==> src/rtl/ices_pkg.sv <==
// ---------------------------------------------------------------------------
// ices_pkg
// Shared types and constants of the injector close event scheduler.
// ---------------------------------------------------------------------------
package ices_pkg;

    localparam int NUM_SLOTS  = 4;
    localparam int SLOT_W     = (NUM_SLOTS > 1) ? $clog2(NUM_SLOTS) : 1;
    localparam int MAX_FIRES  = 4;
    localparam int FIRE_W     = $clog2(MAX_FIRES + 1);
    localparam int FSLOT_W    = 2;
    localparam int TIME_W     = 32;
    localparam int CNT_W      = 8;
    localparam int MARGIN_W   = 16;
    localparam int IN_DATA_W  = 72;
    localparam int OUT_DATA_W = 40;

    localparam logic [MARGIN_W-1:0] MARGIN_RESET = 16'd4;
    localparam logic [CNT_W-1:0]    CNT_MAX      = 8'd255;

    typedef enum logic [1:0] {
        MODE_SCHED   = 2'd0,
        MODE_CANCEL  = 2'd1,
        MODE_COMPARE = 2'd2,
        MODE_NONE    = 2'd3
    } t_mode;

    typedef struct packed {
        logic [TIME_W-1:0] deadline;
        logic [CNT_W-1:0]  pending;
    } t_slot;

    typedef struct packed {
        t_mode               mode;
        logic                hit;
        logic                fire_ok;
        logic [TIME_W-1:0]   now;
        logic [TIME_W-1:0]   delay;
        logic [MARGIN_W-1:0] margin;
    } t_upd_ctl;

    // True when (int32)(a - b) >= 0.
    function automatic logic reached(input logic [TIME_W-1:0] a, input logic [TIME_W-1:0] b);
        logic [TIME_W-1:0] d;
        d = a - b;
        return ~d[TIME_W-1];
    endfunction

endpackage

==> src/rtl/ices_slot_mem.sv <==
// ---------------------------------------------------------------------------
// ices_slot_mem
// Slot state memory with one write port, one registered read port and a
// valid bit per entry so that unwritten entries read as a free slot.
// ---------------------------------------------------------------------------
module ices_slot_mem (
    input  logic                  i_clk,
    input  logic                  i_rst_n,
    input  logic                  i_we,
    input  logic [ices_pkg::SLOT_W-1:0] i_waddr,
    input  ices_pkg::t_slot       i_wdata,
    input  logic                  i_re,
    input  logic [ices_pkg::SLOT_W-1:0] i_raddr,
    output ices_pkg::t_slot       o_rdata
);
    import ices_pkg::*;

    t_slot                 mem [NUM_SLOTS];
    logic [NUM_SLOTS-1:0]  r_vld;
    t_slot                 r_rdata;
    logic                  r_rvld;

    always_ff @(posedge i_clk) begin
        if (i_we) begin
            mem[i_waddr] <= i_wdata;
        end
        if (i_re) begin
            r_rdata <= mem[i_raddr];
        end
    end

    always_ff @(posedge i_clk) begin
        if (!i_rst_n) begin
            r_vld  <= '0;
            r_rvld <= 1'b0;
        end else begin
            if (i_we) begin
                r_vld[i_waddr] <= 1'b1;
            end
            if (i_re) begin
                r_rvld <= r_vld[i_raddr];
            end
        end
    end

    assign o_rdata = r_rvld ? r_rdata : '0;

endmodule

==> src/rtl/ices_slot_update.sv <==
// ---------------------------------------------------------------------------
// ices_slot_update
// Next state of one slot for a schedule, cancel or compare event word.
// ---------------------------------------------------------------------------
module ices_slot_update (
    input  ices_pkg::t_upd_ctl i_ctl,
    input  ices_pkg::t_slot    i_slot,
    output ices_pkg::t_slot    o_slot,
    output logic               o_fired
);
    import ices_pkg::*;

    logic [TIME_W-1:0] sched_t;
    logic [TIME_W-1:0] diff_t;
    logic [CNT_W-1:0]  dec_cnt;
    logic              busy;

    assign busy    = (i_slot.pending != '0);
    assign sched_t = i_ctl.now + i_ctl.delay;
    assign diff_t  = sched_t - i_slot.deadline;
    assign dec_cnt = i_slot.pending - CNT_W'(1);

    always_comb begin
        o_slot  = i_slot;
        o_fired = 1'b0;
        case (i_ctl.mode)
            MODE_SCHED: begin
                if (i_ctl.hit && (i_ctl.delay != '0)) begin
                    if (!busy) begin
                        o_slot.deadline = sched_t;
                        o_slot.pending  = CNT_W'(1);
                    end else begin
                        if ((diff_t != '0) && !diff_t[TIME_W-1]) begin
                            o_slot.deadline = sched_t;
                        end
                        if (i_slot.pending != CNT_MAX) begin
                            o_slot.pending = i_slot.pending + CNT_W'(1);
                        end
                    end
                end
            end
            MODE_CANCEL: begin
                if (i_ctl.hit) begin
                    o_slot.pending = '0;
                end
            end
            MODE_COMPARE: begin
                if (busy && i_ctl.fire_ok && reached(i_ctl.now, i_slot.deadline)) begin
                    o_fired        = 1'b1;
                    o_slot.pending = dec_cnt;
                    if (dec_cnt != '0) begin
                        o_slot.deadline = i_ctl.now + TIME_W'(i_ctl.margin);
                    end
                end
            end
            default: begin
                o_slot  = i_slot;
                o_fired = 1'b0;
            end
        endcase
    end

endmodule

==> src/rtl/injector_close_event_scheduler_unit.sv <==
// ---------------------------------------------------------------------------
// injector_close_event_scheduler_unit
// Per-cylinder close slot scheduler with compare target reporting.
// ---------------------------------------------------------------------------
// The input stream carries one command word: tuser holds the mode (schedule,
// cancel or compare event) and tdata holds the slot, the current time and the
// delay. For each word the slot memory is walked once, one slot per cycle,
// reading, updating and writing back each entry while the earliest pending
// deadline is tracked. A word is accepted when the block is idle; each slot
// is read through the registered memory read port, then updated and written
// back, and after the walk the first result is loaded into the output
// register. A compare event gives one result per fired slot, and every word
// gives at least one result; the results are loaded in turn, and the next
// word is accepted only after the last result is loaded. The output register
// lets a new word enter while the previous final result still waits. When
// the receiver stalls, the output word holds and the result walk pauses.
// Reset frees all slots, restores the refire margin to four ticks and empties
// the output register.
// ---------------------------------------------------------------------------
module injector_close_event_scheduler_unit (
    input  logic                               i_clk,
    input  logic                               i_rst_n,
    input  logic                               i_cfg_we,
    input  logic [ices_pkg::MARGIN_W-1:0]      i_cfg_wdata,
    input  logic                               s_axis_tvalid,
    output logic                               s_axis_tready,
    // slot_index[1:0], time_now[33:2], delay_ticks[65:34], zero fill above.
    input  logic [ices_pkg::IN_DATA_W-1:0]     s_axis_tdata,
    // mode[1:0].
    input  logic [1:0]                         s_axis_tuser,
    output logic                               m_axis_tvalid,
    input  logic                               m_axis_tready,
    // fired_slot[1:0], compare_armed[2], compare_value[34:3], force_now[35].
    output logic [ices_pkg::OUT_DATA_W-1:0]    m_axis_tdata,
    // fired[0].
    output logic                               m_axis_tuser,
    output logic                               m_axis_tlast
);
    import ices_pkg::*;

    typedef enum logic [1:0] {
        ST_IDLE,
        ST_SCAN,
        ST_EMIT
    } t_state;

    localparam logic [SLOT_W-1:0] LAST_ADDR = SLOT_W'(NUM_SLOTS - 1);
    localparam int                CMP_W     = (SLOT_W > 2) ? SLOT_W : 2;

    t_state              r_state;
    logic [MARGIN_W-1:0] r_margin;
    t_mode               r_mode;
    logic [1:0]          r_idx;
    logic [TIME_W-1:0]   r_now;
    logic [TIME_W-1:0]   r_delay;
    logic [SLOT_W-1:0]   r_rd_addr;
    logic                r_rd_more;
    logic                r_proc_vld;
    logic [SLOT_W-1:0]   r_proc_addr;
    logic                r_found;
    logic [TIME_W-1:0]   r_earliest;
    logic [FIRE_W-1:0]   r_nfire;
    logic [FSLOT_W-1:0]  r_fire_list [MAX_FIRES];
    logic [FIRE_W-1:0]   r_emit_k;
    logic                r_o_valid;
    logic [OUT_DATA_W-1:0] r_o_data;
    logic                r_o_user;
    logic                r_o_last;

    t_upd_ctl            upd_ctl;
    t_slot               rd_slot;
    t_slot               wr_slot;
    logic                upd_fired;
    logic                accept;
    logic                mem_re;
    logic                out_load_ok;
    logic                emit_last;
    logic                fold_take;
    logic [TIME_W-1:0]   fold_diff;
    logic [TIME_W-1:0]   cmp_value;
    logic                force_now;

    assign accept        = s_axis_tvalid && s_axis_tready;
    assign s_axis_tready = (r_state == ST_IDLE);
    assign mem_re        = (r_state == ST_SCAN) && r_rd_more;
    assign out_load_ok   = !r_o_valid || m_axis_tready;

    assign upd_ctl.mode    = r_mode;
    assign upd_ctl.hit     = (CMP_W'(r_proc_addr) == CMP_W'(r_idx));
    assign upd_ctl.fire_ok = (r_nfire < FIRE_W'(MAX_FIRES));
    assign upd_ctl.now     = r_now;
    assign upd_ctl.delay   = r_delay;
    assign upd_ctl.margin  = r_margin;

    ices_slot_mem u_mem (
        .i_clk   (i_clk),
        .i_rst_n (i_rst_n),
        .i_we    (r_proc_vld),
        .i_waddr (r_proc_addr),
        .i_wdata (wr_slot),
        .i_re    (mem_re),
        .i_raddr (r_rd_addr),
        .o_rdata (rd_slot)
    );

    ices_slot_update u_upd (
        .i_ctl   (upd_ctl),
        .i_slot  (rd_slot),
        .o_slot  (wr_slot),
        .o_fired (upd_fired)
    );

    assign fold_diff = wr_slot.deadline - r_earliest;
    assign fold_take = (wr_slot.pending != '0) && (!r_found || fold_diff[TIME_W-1]);

    assign cmp_value = r_found ? r_earliest : '0;
    assign force_now = r_found && reached(r_now, r_earliest);
    assign emit_last = (r_nfire == '0) || (r_emit_k == r_nfire - FIRE_W'(1));

    always_ff @(posedge i_clk) begin
        if (!i_rst_n) begin
            r_margin <= MARGIN_RESET;
        end else if (i_cfg_we) begin
            r_margin <= i_cfg_wdata;
        end
    end

    always_ff @(posedge i_clk) begin
        if (!i_rst_n) begin
            r_state    <= ST_IDLE;
            r_rd_more  <= 1'b0;
            r_proc_vld <= 1'b0;
            r_found    <= 1'b0;
            r_nfire    <= '0;
            r_emit_k   <= '0;
            r_o_valid  <= 1'b0;
        end else begin
            if (m_axis_tready && !((r_state == ST_EMIT) && out_load_ok)) begin
                r_o_valid <= 1'b0;
            end
            case (r_state)
                ST_IDLE: begin
                    if (accept) begin
                        r_mode      <= t_mode'(s_axis_tuser);
                        r_idx       <= s_axis_tdata[1:0];
                        r_now       <= s_axis_tdata[33:2];
                        r_delay     <= s_axis_tdata[65:34];
                        r_rd_addr   <= '0;
                        r_rd_more   <= 1'b1;
                        r_proc_vld  <= 1'b0;
                        r_found     <= 1'b0;
                        r_earliest  <= '0;
                        r_nfire     <= '0;
                        r_emit_k    <= '0;
                        r_state     <= ST_SCAN;
                    end
                end
                ST_SCAN: begin
                    r_proc_vld  <= r_rd_more;
                    r_proc_addr <= r_rd_addr;
                    if (r_rd_more) begin
                        r_rd_addr <= r_rd_addr + SLOT_W'(1);
                        r_rd_more <= (r_rd_addr != LAST_ADDR);
                    end
                    if (r_proc_vld) begin
                        if (fold_take) begin
                            r_found    <= 1'b1;
                            r_earliest <= wr_slot.deadline;
                        end
                        if (upd_fired) begin
                            r_fire_list[r_nfire[$clog2(MAX_FIRES)-1:0]] <=
                                r_proc_addr[FSLOT_W-1:0];
                            r_nfire <= r_nfire + FIRE_W'(1);
                        end
                        if (r_proc_addr == LAST_ADDR) begin
                            r_state <= ST_EMIT;
                        end
                    end
                end
                ST_EMIT: begin
                    if (out_load_ok) begin
                        r_o_valid <= 1'b1;
                        r_o_user  <= (r_nfire != '0);
                        r_o_last  <= emit_last;
                        r_o_data  <= {4'b0, force_now, cmp_value, r_found,
                                      (r_nfire != '0) ?
                                          r_fire_list[r_emit_k[$clog2(MAX_FIRES)-1:0]] :
                                          FSLOT_W'(0)};
                        r_emit_k  <= r_emit_k + FIRE_W'(1);
                        if (emit_last) begin
                            r_state <= ST_IDLE;
                        end
                    end
                end
                default: begin
                    r_state <= ST_IDLE;
                end
            endcase
        end
    end

    assign m_axis_tvalid = r_o_valid;
    assign m_axis_tdata  = r_o_data;
    assign m_axis_tuser  = r_o_user;
    assign m_axis_tlast  = r_o_last;

endmodule
==> config.mk <==
export PLATFORM = sky130hd
export DESIGN_NAME = injector_close_event_scheduler_unit
export DESIGN_NICKNAME = d
export VERILOG_FILES = /design/src/rtl/ices_pkg.sv /design/src/rtl/ices_slot_mem.sv /design/src/rtl/ices_slot_update.sv /design/src/rtl/injector_close_event_scheduler_unit.sv
export SDC_FILE = /design/constraint.sdc
export NUM_CORES = 1
export LEC_CHECK = 0
export BUFFER_PORTS_ARGS = -buffer_cell sky130_fd_sc_hd__buf_2
export CORE_MARGIN = 8
export CORE_UTILIZATION = 53
export DETAILED_ROUTE_END_ITERATION = 8
export PLACE_DENSITY_LB_ADDON = 0.3
export SYNTH_ARGS = -nofsm -noshare
export SYNTH_HDL_FRONTEND = slang
export SYNTH_SLANG_ARGS = --single-unit
==> constraint.sdc <==
create_clock -name i_clk -period 26.1 [get_ports i_clk]
set_input_delay 1.305 -clock i_clk [delete_from_list [all_inputs] [get_ports i_clk]]
set_output_delay 1.305 -clock i_clk [all_outputs]
set_load 0.05 [all_outputs]
# After elaboration in Yosys (flattened, before gate mapping)
# Memories as Yosys holds them, arrays and structs flattened. A register that Yosys moved wholly into a read port is not among the register bits.
# Cells that the tools add are included.
[word_totals]
ff_bits = 173
ram_bits = 168
input_bits = 95
out_inout_bits = 44
word_cells = 152
mem_count = 2
[memory_table]
columns = ["name", "depth", "width", "read_ports", "rd_clocked_by_memory_dff", "write_ports", "line", "text"]
rows = [
  ["u_mem.mem", 4, 40, 1, 1, 1, "ices_slot_mem.sv:18", "t_slot mem [NUM_SLOTS];"],
  ["r_fire_list", 4, 2, 1, 1, 1, "injector_close_event_scheduler_unit.sv:63", "logic [FSLOT_W-1:0] r_fire_list [MAX_FIRES];"],
]
[op_classes]
addsub = 12
magnitude_cmp = 4
eq_ne = 17
n_mux = 53
bitwise = 3
reduce_logical = 40
[op_table]
columns = ["operator", "count"]
rows = [
  ["32-bit two-way mux", 5],
  ["40-bit two-way mux", 4],
  ["32-bit one-hot mux with 2 select lines", 2],
  ["32-bit subtractor", 4],
  ["32-bit nonzero test", 2],
  ["32-bit by 16-bit adder with 32-bit output", 1],
  ["32-bit adder", 1],
  ["8-bit one-hot mux with 3 select lines", 1],
  ["8-bit nonzero test", 3],
  ["1-bit two-way mux", 19],
  ["8-bit two-way mux", 2],
  ["2-bit two-way mux", 7],
  ["3-bit two-way mux", 4],
  ["2-bit != test (second input constant)", 6],
  ["3-bit one-hot mux with 2 select lines", 2],
  ["4-bit AND reduction", 3],
  ["1-bit logical AND", 11],
  ["5-bit AND reduction", 2],
  ["3-bit AND reduction", 3],
  ["8-bit by 1-bit adder with 8-bit output (second input constant)", 1],
  ["8-bit != test (second input constant)", 1],
  ["8-bit by 1-bit subtractor with 8-bit output (second input constant)", 1],
  ["3-bit by 1-bit adder with 3-bit output (second input constant)", 2],
  ["2-bit == test (second input constant)", 3],
  ["other kinds (23)", 39],
]

# Depth between registers and ports, before layout
# Gate-level depths: netlist (run 1).
[logic_depth]
depth_word = 14
ltp_mapped = 45
mapped_depth_nobuf = 42

# Modules after synthesis
# A second synthesis (run 1) with hierarchy kept.
[hier_totals]
cells_unflattened = 1952
area_unflattened_um2 = 22510.3
[by_module_without_submodules]
columns = ["mod", "n_inst", "cells_per_inst", "area_each_um2", "seq_area_each_um2"]
rows = [
  ["injector_close_event_scheduler_unit", 1, 566, 7753.7, 5064.9],
  ["ices_slot_mem", 1, 313, 7505.9, 6105.9],
  ["ices_slot_update", 1, 1073, 7250.7, 0.0],
]

# Worst setup path before layout (run 1)
# Ideal clock, no wire load.
[synth_timing]
path_kind = "flip-flop to flip-flop"
from = "register r_now[0]"
to = "register r_earliest[0], enable pin"
setup_time_ps = 450
t_arrival_ps = 9935
required_ps = 25650
path_slack_ps = 15714
path_stages_with_launch = 40
path_buffers = 2
synth_period_minus_slack_ps = 10386
path_cell_list = "edfxtp_1 -> ha_1 -> inv_1 -> fa_1 -> nor2b_1 -> o21ai_0 -> a21boi_0 -> o31ai_1 -> a22oi_1 -> a311oi_1 -> xnor2_1 -> ha_1 -> buf_2 -> nand2_1 -> nor3_1 -> or4b_1 -> or4_1 -> nor4_1 -> (+4 left out) -> clkbuf_1 -> mux2i_1 -> nand2b_1 -> o221ai_1 -> ha_1 -> a21o_1 -> a21o_1 -> a21o_1 -> a21oi_1 -> nor2b_1 -> o21ai_0 -> nand2b_1 -> a221o_1 -> a21oi_1 -> nor2_1 -> nor4b_2 -> mux2i_1 -> a2111oi_2"
[synth_lines]
columns = ["element", "line", "text"]
rows = [
  ["from (decl)", "injector_close_event_scheduler_unit.sv:54", "logic [TIME_W-1:0] r_now;"],
  ["from (signal assigned)", "injector_close_event_scheduler_unit.sv:146", "r_now <= s_axis_tdata[33:2];"],
  ["to (signal assigned)", "injector_close_event_scheduler_unit.sv:168", "r_earliest <= wr_slot.deadline;"],
  ["to (decl)", "injector_close_event_scheduler_unit.sv:61", "logic [TIME_W-1:0] r_earliest;"],
]

==> results of run 1 <==
-- flip-flops by register name, indices dropped and copies added, names as in the netlist, 3 cells and up --
signal	cells
m_axis_tdata	36
r_delay	32
r_earliest	32
r_emit_k	3
r_fire_list	8
r_margin	16
r_nfire	3
r_now	32
u_mem.mem	160
u_mem.r_rdata	40
u_mem.r_vld	4
-- stage by stage --
| step | hold slack (ps) | total power [mW] | utilization, % | area, µm² | cells |
|---|---|---|---|---|---|
| after floorplan | 406 | 0.870 | - | 22400 | 1987 |
| after global placement | 445 | 0.938 | 56.4 | 23600 | 2598 |
| after detailed placement | 466 | 0.943 | 56.4 | 23600 | 2598 |
| after CTS | 475 | 1.54 | 59.7 | 24900 | 2672 |
| final | 472 | 1.53 | 59.7 | 24900 | 2672 |
| after global routing | 485 | 1.58 | 59.7 | 24900 | 2672 |
-- worst paths after layout --
path	cells after the start	slack, ps	endpoint	start
min reg2reg	2	470	r_rd_more$_SDFFE_PN0P_	r_rd_more$_SDFFE_PN0P_
min	2	470	r_rd_more$_SDFFE_PN0P_	r_rd_more$_SDFFE_PN0P_
max	37	13800	r_earliest[26]$_SDFFCE_PN0P_	r_now[0]$_DFFE_PP_
max reg2reg	37	13800	r_earliest[26]$_SDFFCE_PN0P_	r_now[0]$_DFFE_PP_
-- cells in the mapped netlist (all sizes together), types with 7 or more instances --
library cell	number
a21oi	131
mux4	43
a221oi	9
nor3b	7
dfxtp	33
xor2	40
a31oi	11
xnor2	49
o21ai	111
nand4	33
o22ai	7
clkbuf	52
nand2b	20
nor4	25
nand2	150
nand3	43
ha	178
buf	29
and2	63
a22oi	9
a21o	49
o31ai	13
nor2b	19
nor3	40
o211ai	13
inv	83
o221ai	10
mux2i	21
and3	18
o21bai	15
o21a	15
edfxtp	350
nor2	157
a2bb2oi	20
a211oi	15
-- cells in the final DEF (no fill, tap or decap), types with 7 or more instances in the layout --
cell,count
a21oi_1,130
o22ai_1,7
nor4_1,24
o21a_1,15
a31oi_1,11
edfxtp_1,350
and2_1,61
nand3_1,43
buf_4,25
nand2_1,150
a2bb2oi_1,20
nand2b_1,20
nor2b_1,18
a211oi_1,15
xor2_1,40
o21bai_1,15
o21ai_0,109
nor3_1,40
clkbuf_16,42
clkinv_1,8
a21o_1,49
and3_1,17
o221ai_1,10
ha_1,178
a22oi_1,9
dfxtp_1,32
inv_1,83
mux2i_1,21
a221oi_1,8
nand4_1,33
xnor2_1,49
o211ai_1,13
nor2_1,155
buf_2,128
mux4_2,43
o31ai_1,12
clkinv_2,9
-- critical path: cells and delay by family, from the launching register on --
| kind | cells | cell delay (ps) |
|---|---|---|
| adder cells (fa/ha/maj) | 4 | 1350 |
| AND/OR/NAND/NOR | 13 | 4370 |
| buffers and inverters | 4 | 900 |
| AO/OA/AOI/OAI | 14 | 4300 |
| multiplexers | 1 | 180 |
| XOR/XNOR | 1 | 340 |
| flip-flops | 1 | 470 |
-- kinds of logic (layout without fill, tap and decap cells) --
family                   after synthesis  after routing
adder cells (fa/ha/maj)              181            181
XOR/XNOR                              89             89
AO/OA/AOI/OAI                        493            493
other                                  1              4
multiplexers                          64             64
AND/OR/NAND/NOR                      609            609
flip-flops                           383            383
buffers and inverters                164            310
-- final cells by class --
cell class / count / share of cell area (%)
clock buffers: 45 / 4.30
clock inverters: 29 / 1.22
inverters: 83 / 1.25
multi-input cells: 1440 / 42.4
flip-flops and latches: 383 / 44.8
well taps: 539 / 2.70
repair buffers: 153 / 3.32
-- metal layers --
layer | track usage (%) | routed length, µm | vias to the layer above
met4 | 9.99 | 2290 | 0
li1 | - | - | 7810
met1 | 34.9 | 26900 | 8240
met5 | 0 | 0 | -
met3 | 4.19 | 5760 | 126
met2 | 41.7 | 30500 | 818
-- power groups by stage --
stage          Combinational, mW  Sequential (mW)  Clock [mW]
2_1_floorplan              0.168            0.702           0
3_5_place_dp               0.235            0.708           0
3_3_place_gp               0.231            0.707           0
5_1_grt                    0.261            0.696       0.626
6_report                   0.240            0.695       0.595
4_1_cts                    0.236            0.695       0.604
==> summary.txt, run 1 <==
adder-cell share of the synthesized area - 10.2%
layout cell share with drive strength beyond 1 - 13.4%
Fin. Hold Viols - 0
drt drc - 0
vias in the first global route - 16743
FF+latch area - 11200 µm²
Post-synth EDFFs - 350
CTS max path bufs - 3
post-synth cell types - 83
Post-DP HPWL - 48000 µm
Worst-path clk slew - 60 ps
multi-input combinational cell area - 10600 µm²
worst endpoint required time - 26300 ps
max-cap violation count - 0
P&R area growth vs syn - 11.6%
Vias - 16994
Switching Power - 0.420 mW
Area contributors post-synth - edfxtp_1 (47%), ha_1 (10%), mux4_2 (4.3%)
drt pass-1 iters - 6
CTS tree - built
ys async rst share - 0%
PD cells - 61.4 nW/µm²
combinational power share - 15.7%
Synth Warn # - 0
Die Width - 221 µm
fraction of the yosys area taken by sequential cells - 50.0%
global placement routability congestion - 0.951
# resized after CTS - 0
Syn Area/Cell - 11.3 µm²
Seq cells post-synth - 383
Tmin final - 12300 ps
Post-Synth Simple-Gate Area - 13.5%
Antenna diodes - 0
Final Net Count - 2377
final number of setup-violating endpoints - 0
clk_lat worst skew - 580 ps
die area - 49000 µm²
# clock sinks - 383
sequential power share - 45.4%
Worst Path Arrival - 12500 ps
chip height - 221 µm
final setup margin - 13800 ps
switching fraction of total power - 27.4%
Setup Skew - 24.4 ps
crit path kind - register to register
largest family of logic cells by synthesized area - compound AO/OA/AOI/OAI gates
post-place setup slack - 14080 ps
drt wl/cell - 24.5 µm
Initial DRC Count - 1727
prevailing post-synth register cell - edfxtp_1
Vias/cell - 6.36
Peak Freq - 81.3 MHz
clock share of power - 38.9%
RSZ-0062 raised after global routing - false
Syn Std Cell Area - 22300 µm²
Pint - 1.11 mW
area leader, netlist - edfxtp_1
cts-stage hold buffer count - 0
first-pass GRT wire length - 99000 µm
Fill cells - 3368
fin. max-slew vios - 0
normalized max-slew margin - 20.0%
mux cell area share after synthesis - 5.27%
post-CTS setup buffers - 0
number of port buffers - 128
Pleak - 9.46 nW
Synth Instances - 1984
Max VDD drop - 0.0619 mV
Global Route Usage Sum - 25.9%
initial antenna violation count - 0
row count - 75
num ports - 139
Largest stage delay, worst path - 900 ps
Worst setup EP type - register
Synth top area share - 47.0%
htree depth - 2
compound-cell area share of the yosys netlist - 14.6%
DRT Wirelength - 65500 µm
Critical Path Start Type - register
XOR/XNOR Fraction of Synth Area - 3.49%
core footprint - 41800 µm²
slowest stage cell, crit path - a221oi_1
remaining global-route overflow - 0
initial core utilization - 53.5%
clk root buf - clkbuf_16
largest net degree at the start of global routing - 69
outcome - complete, no violations
actual slew at the worst max-slew pin - 1200 ps
total CTS buffers - 40
Crit Path Max Fanout - 32
final cycle utilization of the critical path - 47.1%
Post-Route Setup TNS - 0 ps
Final ANT Viol Nets - 0
Hold Path Class - register to register
Power figures use the tool's default switching activity.
==> run 2: changes to the inputs <==
==> constraint.sdc (replaced) <==
create_clock -name i_clk -period 10.8 [get_ports i_clk]
set_input_delay 0.54 -clock i_clk [delete_from_list [all_inputs] [get_ports i_clk]]
set_output_delay 0.54 -clock i_clk [all_outputs]
set_load 0.05 [all_outputs]
==> run 2 against run 1 <==
Utilization rose by 1.3 points. Cell area rose by 2.1%. Register-to-register slack got worse by 13000 ps.
==> summary.txt, run 2 (same netlist as run 1, synthesis figures left out) <==
layout cell share with drive strength beyond 1 - 16.3% (+2.9 points)
sequential power share - 45.4% (about the same)
number of port buffers - 128 (unchanged)
actual slew at the worst max-slew pin - 1320 ps (+121 ps)
number of flip-flops in the largest register - 160 (unchanged)
CTS tree - built
crit path kind - register to register
clk_lat worst skew - 580 ps (about the same)
Antenna diodes - 0 (unchanged)
Vias - 17314 (+1.9%)
CTS max path bufs - 3 (unchanged)
Crit Path Max Fanout - 16 (-50%)
Peak Freq - 98.1 MHz (+21%)
# clock sinks - 383 (unchanged)
Switching Power - 1.01 mW (+140%)
drt pass-1 iters - 6 (unchanged)
switching fraction of total power - 27.3% (-0.098 points)
num ports - 139 (unchanged)
worst endpoint required time - 11050 ps (-15250 ps)
chip height - 221 µm (unchanged)
normalized max-slew margin - 11.6% (-8.4 points)
first-pass GRT wire length - 101000 µm (+2.4%)
Final ANT Viol Nets - 0 (unchanged)
final setup margin - 608 ps (-13190 ps)
most flop-heavy register - u_mem.mem
Pint - 2.69 mW (+140%)
Largest stage delay, worst path - 540 ps (-360 ps)
Setup crit start - r_now[0]$_DFFE_PP_
Die Width - 221 µm (unchanged)
total CTS buffers - 41 (+2.5%)
min-delay src - s_axis_tdata[19]
PD cells - 145 nW/µm² (+140%)
initial core utilization - 53.5% (unchanged)
Fin. Hold Viols - 0 (unchanged)
cell mode on critical path - buf_4
Critical Path Start Type - register
FF-to-FF Start - r_now[0]$_DFFE_PP_
remaining global-route overflow - 0 (unchanged)
most common cell after layout, fill and taps aside - edfxtp_1
initial antenna violation count - 1 (+1)
Hold Path Class - input pin to register
Setup Skew - 27.5 ps (+3.11 ps)
final core utilization - 61.0% (+1.3 points)
Worst Hold Slack - 132 ps (-341 ps)
DRT Wirelength - 66900 µm (+2.2%)
largest net degree at the start of global routing - 62 (-10%)
Post-Place Cells - 2664 (+2.5%)
global placement routability congestion - 1.02 (+7.7%)
Vias/cell - 6.33 (-0.50%)
cts-stage hold buffer count - 0 (unchanged)
final cycle utilization of the critical path - 94.4% (+47 points)
clk root buf - clkbuf_16
vias in the first global route - 17290 (+3.3%)
Post-Route Setup TNS - 0 ps (unchanged)
combinational power share - 16.6% (+0.9 points)
most frequent cells in the layout - edfxtp_1 (350), ha_1 (177), nor2_1 (155), nand2_1 (150), a21oi_1 (129)
row count - 75 (unchanged)
die area - 49000 µm² (unchanged)
RSZ-0062 raised after global routing - false
Pleak - 9.79 nW (+3.5%)
Tmin final - 10190 ps (-2110 ps)
drt wl/cell - 24.5 µm (-0.15%)
Initial DRC Count - 1856 (+7.5%)
drt drc - 0 (unchanged)
outcome - complete, no violations
core footprint - 41800 µm² (unchanged)
final std cells w/o fill - 2736 (+2.4%)
fin. max-slew vios - 0 (unchanged)
clock share of power - 37.9% (-1.0 points)
Final Net Count - 2446 (+2.9%)
slowest stage cell, crit path - or4_1
max-cap violation count - 0 (unchanged)
Max VDD drop - 0.140 mV (+130%)
htree depth - 2 (unchanged)
final number of setup-violating endpoints - 0 (unchanged)
Worst-path clk slew - 70 ps (about the same)
P&R area growth vs syn - 14.0%
Global Route Usage Sum - 26.5% (+0.65 points)
Post-DP HPWL - 49600 µm (+3.4%)
post-place setup slack - 414 ps (-13670 ps)
Worst setup EP type - register
Worst Path Arrival - 10450 ps (-2050 ps)
[run 2: changes by cell type in the layout (fill, tap and decap cells not counted), moves of 3 or more]
cell	before	now
clkinv_2	9	6
clkinv_1	8	2
clkbuf_1	2	5
buf_4	25	90
[run 2: final cells by class]
| cell class | count | area [µm²] |
|---|---|---|
| clock inverters | 19 | 193 |
| flip-flops and latches | 383 | 11200 |
| fillers | 3333 | 16300 |
| clock buffers | 51 | 1140 |
| multi-input cells | 1440 | 10600 |
| inverters | 83 | 312 |
| well taps | 539 | 674 |
| repair buffers | 221 | 1370 |
[run 2: stage by stage]
stage / power [mW] / area, µm²
2_1_floorplan: 2.10 / 22400
4_1_cts: 3.70 / 25400
3_5_place_dp: 2.31 / 24100
3_3_place_gp: 2.30 / 24100
5_1_grt: 3.82 / 25500
6_report: 3.70 / 25500
[run 2: power groups by stage]
| stage | clock network [mW] | registers (mW) | logic (mW) |
|---|---|---|---|
| finish | 1.40 | 1.68 | 0.616 |
| global route | 1.47 | 1.68 | 0.667 |
| CTS | 1.42 | 1.68 | 0.601 |
| detailed placement | 0 | 1.71 | 0.597 |
| global placement | 0 | 1.71 | 0.587 |
| floorplan | 0 | 1.70 | 0.407 |
[run 2: final timing paths]
check / end / slack (ps) / depth (start not counted)
setup / recovery: r_earliest[0]$_SDFFCE_PN0P_ / 610 / 47
hold / removal: r_now[17]$_DFFE_PP_ / 130 / 1
setup reg to reg: r_earliest[0]$_SDFFCE_PN0P_ / 610 / 47
hold reg to reg: r_rd_more$_SDFFE_PN0P_ / 460 / 2
[run 2: timing repair]
action,CTS,global route
resized for setup,0,8
endpoints found under the setup margin,0,32
buffers inserted,0,1
[run 2: worst max-delay path, delay by kind of cell (launching register included)]
family                   cells  cell delay [ps]
XOR/XNOR                     1              240
flip-flops                   1              430
multiplexers                 1              170
buffers and inverters        9             1530
AND/OR/NAND/NOR             13             2800
AO/OA/AOI/OAI               19             3520
adder cells (fa/ha/maj)      4             1140
[run 2: layer usage]
metal | up-vias | routed length, µm | GRT usage, %
li1 | 7932 | - | -
met1 | 8396 | 27500 | 35.4
met2 | 845 | 31500 | 43.0
met3 | 139 | 5670 | 4.77
met4 | 2 | 2280 | 9.99
met5 | - | 13 | 0
